`config.mk`:
```
export PLATFORM = sky130hd
export DESIGN_NAME = pgwt_emit
export DESIGN_NICKNAME = d
export VERILOG_FILES = /design/src/rtl/core/pgwt_pkg.sv /design/src/rtl/core/pgwt_emit.sv
export VERILOG_INCLUDE_DIRS = /design/src /design/src/rtl/core
export SDC_FILE = /design/constraint.sdc
export NUM_CORES = 2
export LEC_CHECK = 0
export BUFFER_PORTS_ARGS = -buffer_cell sky130_fd_sc_hd__buf_2
export CAP_MARGIN = 20
export CORE_MARGIN = 2
export CORE_UTILIZATION = 50
export CTS_CLUSTER_DIAMETER = 30
export DETAILED_ROUTE_END_ITERATION = 10
export PLACE_DENSITY_LB_ADDON = 0.2
export RECOVER_POWER = 25
export SYNTH_ARGS = -nofsm -noshare
export SYNTH_HDL_FRONTEND = slang
export SYNTH_SLANG_ARGS = --single-unit
```
`constraint.sdc`:
```
create_clock -name clk -period 12.5 [get_ports clk]
set_input_delay 0.625 -clock clk [delete_from_list [all_inputs] [get_ports clk]]
set_output_delay 0.625 -clock clk [all_outputs]
set_load 0.005 [all_outputs]
```
`src/rtl/core/assert_macros.svh`:
```
// Assertion macros for the tessellator RTL.
// Included by files that carry concurrent checks.
`ifndef ASSERT_MACROS_SVH
`define ASSERT_MACROS_SVH

// Implication checked on every clock edge outside reset.
`define CHK_IMPL(lbl, clk, rst, ante, cons) \
  lbl: assert property (@(posedge clk) disable iff (rst) (ante) |-> (cons)) \
    else $error("check failed");

// Next-cycle implication checked outside reset.
`define CHK_NEXT(lbl, clk, rst, ante, cons) \
  lbl: assert property (@(posedge clk) disable iff (rst) (ante) |=> (cons)) \
    else $error("check failed");

`endif

```
`src/rtl/core/pgwt_pkg.sv`:
```
// Types and constants for the plane grid wireframe tessellator.
// No dependencies.
package pgwt_pkg;
  localparam int unsigned CoordW = 32;
  localparam int unsigned CellW  = 31;
  localparam int unsigned CntW   = 4;

  localparam logic KIND_VERTEX = 1'b0;
  localparam logic KIND_LINE   = 1'b1;

  typedef logic signed [CoordW-1:0] coord_t;

  // one edge component split by its count: |a| = q * count + r
  typedef struct packed {
    logic            neg;
    logic [31:0]     q;
    logic [CntW-1:0] r;
  } term_t;

  // one classified plane waiting for emission
  typedef struct packed {
    coord_t       ox, oy, oz;
    term_t        ux, uy, uz;
    term_t        vx, vy, vz;
    coord_t       nx, ny, nz;
    logic [CntW-1:0] n;
    logic [CntW-1:0] m;
  } job_t;
endpackage

```
`src/rtl/core/pgwt_emit.sv`:
```
// Back end: walks vertices then lines of one plane, one record per cycle
// unless out_ready stalls it. Depends on pgwt_pkg; vertex terms use a 32x4
// multiply of the per-edge quotient plus a small rounding compare on the remainder.
module pgwt_emit
  import pgwt_pkg::*;
(
  input  logic         clk,
  input  logic         rst,
  input  logic         job_valid,
  output logic         job_ready,
  input  job_t         job,
  output logic         out_valid,
  input  logic         out_ready,
  output logic         kind,
  output logic [31:0]  index_a,
  output logic [31:0]  index_b,
  output coord_t       pos_x,
  output coord_t       pos_y,
  output coord_t       pos_z,
  output coord_t       out_nx,
  output coord_t       out_ny,
  output coord_t       out_nz,
  output logic         last
);
  `include "assert_macros.svh"
  typedef enum logic [1:0] {E_IDLE, E_VTX, E_HOR, E_VER} phase_t;
  // E_VER also covers diagonals through a flag
  phase_t phase;
  job_t j;
  logic diag;
  logic [CntW-1:0] ci, cj;
  logic signed [CntW:0] dd;
  logic [31:0] base;
  logic [31:0] w;

  // round(i*a/d), halves away from zero, with |a| = q*d + r
  function automatic logic signed [33:0] rterm(input term_t a, input logic [CntW-1:0] i,
                                               input logic [CntW-1:0] d);
    logic [35:0] m;
    logic [9:0] x2;
    logic [CntW-1:0] f;
    m = 36'(a.q) * 36'(i);
    x2 = 10'(i) * 10'(a.r) * 10'd2 + 10'(d);
    f = '0;
    for (int k = 1; k < (1 << CntW); k++) begin
      if (x2 >= 10'(k) * 10'(d) * 10'd2) f = CntW'(k);
    end
    m = m + 36'(f);
    rterm = a.neg ? -34'(m) : 34'(m);
  endfunction

  function automatic coord_t sat(input logic signed [35:0] s);
    if (s > 36'sd2147483647) sat = 32'h7fffffff;
    else if (s < -36'sd2147483648) sat = 32'h80000000;
    else sat = coord_t'(s[31:0]);
  endfunction

  logic [31:0] ia, ib;
  logic islast;
  logic [CntW-1:0] is_, js_, ie_, je_;
  always_comb begin
    is_ = dd > 0 ? CntW'(dd) : '0;
    js_ = dd < 0 ? CntW'(-dd) : '0;
    ie_ = (5'(j.m) + dd) < 5'(j.n) ? CntW'(5'(j.m) + dd) : j.n;
    je_ = (5'(j.n) - dd) < 5'(j.m) ? CntW'(5'(j.n) - dd) : j.m;
    ia = '0; ib = '0; islast = 1'b0;
    case (phase)
      E_VTX: ia = base + 32'(ci) * w + 32'(cj);
      E_HOR: begin
        ia = base + 32'(cj);
        ib = base + 32'(j.n) * w + 32'(cj);
      end
      E_VER: begin
        if (!diag) begin
          ia = base + 32'(ci) * w;
          ib = ia + 32'(j.m);
          islast = (ci == j.n) && (j.m == 4'd1 && j.n == 4'd0);
        end else begin
          ia = base + 32'(is_) * w + 32'(js_);
          ib = base + 32'(ie_) * w + 32'(je_);
          islast = (dd == 5'(j.n) - 5'sd1);
        end
      end
      default: ;
    endcase
  end

  logic adv;
  assign adv = !out_valid || out_ready;
  assign job_ready = (phase == E_IDLE);

  always_ff @(posedge clk) begin
    if (rst) begin
      phase <= E_IDLE;
      out_valid <= 1'b0;
      base <= '0;
    end else begin
      // drop the last record of a plane once it is taken
      if (phase == E_IDLE && out_ready) out_valid <= 1'b0;
      case (phase)
        E_IDLE: if (job_valid) begin
          j <= job; ci <= '0; cj <= '0; diag <= 1'b0;
          w <= 32'(job.m) + 32'd1;
          phase <= E_VTX;
        end
        E_VTX: if (adv) begin
          out_valid <= 1'b1; kind <= KIND_VERTEX; last <= 1'b0;
          index_a <= ia; index_b <= '0;
          pos_x <= sat(36'(j.ox) + 36'(rterm(j.ux, ci, j.n)) + 36'(rterm(j.vx, cj, j.m)));
          pos_y <= sat(36'(j.oy) + 36'(rterm(j.uy, ci, j.n)) + 36'(rterm(j.vy, cj, j.m)));
          pos_z <= sat(36'(j.oz) + 36'(rterm(j.uz, ci, j.n)) + 36'(rterm(j.vz, cj, j.m)));
          out_nx <= j.nx; out_ny <= j.ny; out_nz <= j.nz;
          if (cj == j.m) begin
            cj <= '0;
            if (ci == j.n) phase <= E_HOR;
            else ci <= ci + CntW'(1);
          end else cj <= cj + CntW'(1);
        end
        E_HOR: if (adv) begin
          out_valid <= 1'b1; kind <= KIND_LINE; last <= 1'b0;
          index_a <= ia; index_b <= ib;
          pos_x <= '0; pos_y <= '0; pos_z <= '0;
          out_nx <= '0; out_ny <= '0; out_nz <= '0;
          if (cj == j.m) begin
            phase <= E_VER; ci <= '0;
          end else cj <= cj + CntW'(1);
        end
        E_VER: if (adv) begin
          out_valid <= 1'b1; kind <= KIND_LINE;
          index_a <= ia; index_b <= ib;
          last <= diag && islast;
          if (!diag) begin
            if (ci == j.n) begin
              diag <= 1'b1;
              dd <= 5'sd1 - 5'(j.m);
            end else ci <= ci + CntW'(1);
          end else if (islast) begin
            base <= base + 32'(5'(j.n) + 5'd1) * w;
            phase <= E_IDLE;
          end else dd <= dd + 5'sd1;
        end
        default: phase <= E_IDLE;
      endcase
    end
  end

  `CHK_IMPL(a_line_zero_pos, clk, rst, out_valid && kind == KIND_LINE, pos_x == '0)
  `CHK_IMPL(a_vtx_no_last, clk, rst, out_valid && kind == KIND_VERTEX, !last)
  `CHK_NEXT(a_hold, clk, rst, out_valid && !out_ready, out_valid && $stable(index_a))
endmodule

```
==> impl_summary.md <==
Worst setup path
The data required time at the worst endpoint is 13.07 ns. The cell with the largest stage delay on the worst path is or4b_2. Among cell families on the critical path, the largest total delay comes from compound AO/OA/AOI/OAI gates. The kind of end point of the critical path is a flip-flop. STA classifies the critical path startpoint as a flip-flop. In this run the worst path has a maximum fanout of 15.

The peak per-stage delay on the critical path is 0.65 ns. Together, buffers and inverters on the worst path number 6. The critical path is of the flip-flop to flip-flop type.

The most numerous cell type found on the critical path is fa_1. Data on the critical path arrives at its endpoint at 12.66 ns.

Timing
The fraction of the cycle the final worst path needs is 0.967. Setup violations remaining at the end of the flow were counted as 0. The final number of hold-violating endpoints is 0. For the final routed database, the setup TNS stands at 0 ns. The final critical-path required period is 12.09 ns.

The final max-slew violation count is 0. For the pin with the worst max-slew slack, the measured transition is 1.08 ns. The worst max-slew margin expressed relative to the limit is 0.263. Static timing analysis puts the maximum clock frequency at 0.0827 GHz. The worst clock skew is ~0.089 ns.

Global routing
The initial antenna violation count is 19. The total congestion overflow is 0. The first global-routing pass estimated between 400000 and 500000 um of wire.

The global-route usage over all layers is 0.300. Entering global routing, the biggest net connects 130 pins. The number of global-route vias before repair is 78944.

Flow run
The max-cap violation count is 0.

Run status
The run finished with clean final reports.

Cells and area
The final core utilization is 0.618. The layout filler cell count is between 10000 and 15000. The multi-input combinational cells in the finished layout cover a total of 64100 um^2.

The sequential cells in the finished layout cover a total of 21700 um^2. The library cell used most frequently in the layout, excluding fill and tap cells, is ha_1. After the last flow step, the layout net total stands at between 10000 and 15000. The finished layout holds ~14000 standard cells, fillers aside. Leaving out fill and tap cells, the most frequent cells in the layout are ha_1 (1226), inv_1 (1097), nand2_1 (1071). The area growth from synthesis to final layout is 22.9%.

In the final layout, the share of cells above drive strength 1 is 0.143.

Synthesis
The synthesized netlist cell count is 9806. The post-synthesis cell type count is slightly below 100. The total standard cell area after synthesis is 89700 um^2. The share of the synthesized area in the top cell type is 0.234. In this run, synthesis inferred 699 flip-flops with an integrated enable. The async set or reset register ratio after synthesis is 0.

The post-synthesis net count is 12075. The cell accounting for the most synthesized area is edfxtp_1. The fraction of the yosys area taken by sequential cells is 0.242. By area the synthesized netlist is led by edfxtp_1 (23%), ha_1 (17%), fa_1 (14%).

The mean instance size in the synthesized netlist is a little over 9 um^2. The synthesis-stage register bit count is 734. The most instantiated flip-flop cell in the synthesis netlist is edfxtp_1. The number of warning messages in the yosys log is 0.

Place
Port buffering added 685 buffers. Once detailed placement completed, the half-perimeter wirelength came to 214000 um. The number of placed cells counting well taps is approximately 13000.

Routability-driven placement finished with a final weighted congestion of 0.981.

Floorplanning
The width of the chip is 428 um. The die covers 183000 um^2. The initial cell density of the core is 0.503. 686 I/O pins were placed. The area of the core is 178000 um^2. The floorplan row count is 155.

The chip height is 428 um.

Route
Dividing the detail-routed wire length by the instance count gives a little over 20 um. After detailed routing, the total wire length is about 280000 um. The detailed router's first-iteration violation count is ~5200. The routed layout has between 70000 and 80000 vias. The count of antenna-violating nets left after detailed routing is 0. The number of remaining DRC errors is 0. The via density per instance is ~5.7. The pre-antenna-repair detailed-routing pass consisted of 8 iterations.

Clock tree
The maximum clock path buffer count is 3. The clock insertion delay at the later pin of the skew report is 0.85 ns. Clock tree synthesis found a total of between 700 and 800 sinks.

The clock input transition at the sequential cells of the worst setup and hold paths is ~0.05 ns. The buffer cell driving the clock tree root is clkbuf_16. TritonCTS created 177 clock buffers.

The H-tree level count is 4. The clock tree from TritonCTS is done.

Worst hold path
The worst hold-check path type is primary input to flip-flop.
==> metal layers <==
layer,vias up,wire [um],global-route usage
li1,37045,-,-
met1,37861,114000,0.370
met2,2582,137000,0.521
met3,631,14000,0.0368
met4,4,14300,0.138
met5,-,26,0
==> logic make-up after synthesis <==
kind of cell,count (synthesis),share of synthesized area
adders and majority gates,1844,0.308
xor gates and xnor gates,696,0.0679
and+or+nand+nor,2939,0.162
muxes,44,0.00508
AOI/OAI and AO/OA,2138,0.156
DFF,734,0.242
buffers and inverters,1411,0.0591
==> timing repair <==
| action | in CTS | in global routing |
|---|---|---|
| hold buffers | 413 | 0 |
| setup buffers | 1 | 41 |
| resized for setup | 16 | 220 |
| pin swaps | 2 | 43 |
| hold endpoints to repair | 413 | 0 |
| endpoints found under the setup margin | 92 | 95 |
| gates cloned | 1 | 3 |
==> flip-flops by register name (all words and copies together), names as in the netlist, 2 cells and up <==
name,cells
dd,5
ci,4
out_ny,32
out_nx,32
w,5
index_a,32
pos_x,32
index_b,32
pos_y,32
phase,2
cj,4
base,32
j,422
out_nz,32
pos_z,32
==> cell usage after synthesis (all sizes together) (81+ instances only) <==
| cell | instances |
|---|---|
| o21ai | 489 |
| ha | 1230 |
| nand3 | 183 |
| nand4 | 81 |
| and2 | 379 |
| a211oi | 87 |
| edfxtp | 699 |
| clkbuf | 286 |
| a21oi | 504 |
| xnor2 | 398 |
| nor2b | 210 |
| fa | 613 |
| nand2 | 1074 |
| nand2b | 116 |
| inv | 1099 |
| nor2 | 413 |
| a21o | 333 |
| nor3 | 145 |
| xor2 | 298 |
==> stage by stage <==
stage,hold slack [ns],worst slack (ns),area (um^2)
after floorplan,0.509,0.0133,89800
after global placement,0.511,-0.210,98100
after detailed placement,0.519,-0.357,98100
after CTS,0.00131,0.00870,109000
after global routing,0.0153,-0.0768,110000
final,0.0475,0.412,110000
==> path summary, 6_finish.rpt <==
kind,from,to,slack [ns],cells after the start
setup / recovery,cj[0]$_DFFE_PP_,pos_z[16]$_SDFFCE_PP0P_,0.41,46
hold / removal,job[254],j[254]$_DFFE_PP_,0.05,1
setup reg to reg,cj[0]$_DFFE_PP_,pos_z[16]$_SDFFCE_PP0P_,0.41,46
hold reg to reg,j[38]$_DFFE_PP_,out_nz[30]$_SDFFCE_PP0P_,0.53,1
==> area by class of cell <==
cell class | count | area share
multi-input cells | 7662 | 0.581
well taps | 2355 | 0.0267
clock inverters | 138 | 0.0171
clock buffers | 193 | 0.0410
diodes | 14 | 0.000318
flip-flops and latches | 734 | 0.197
repair buffers | 1527 | 0.0996
inverters | 1100 | 0.0375
Power is not shown: default switching activity piles up to over one toggle a cycle in this logic, so the estimate is an artifact.
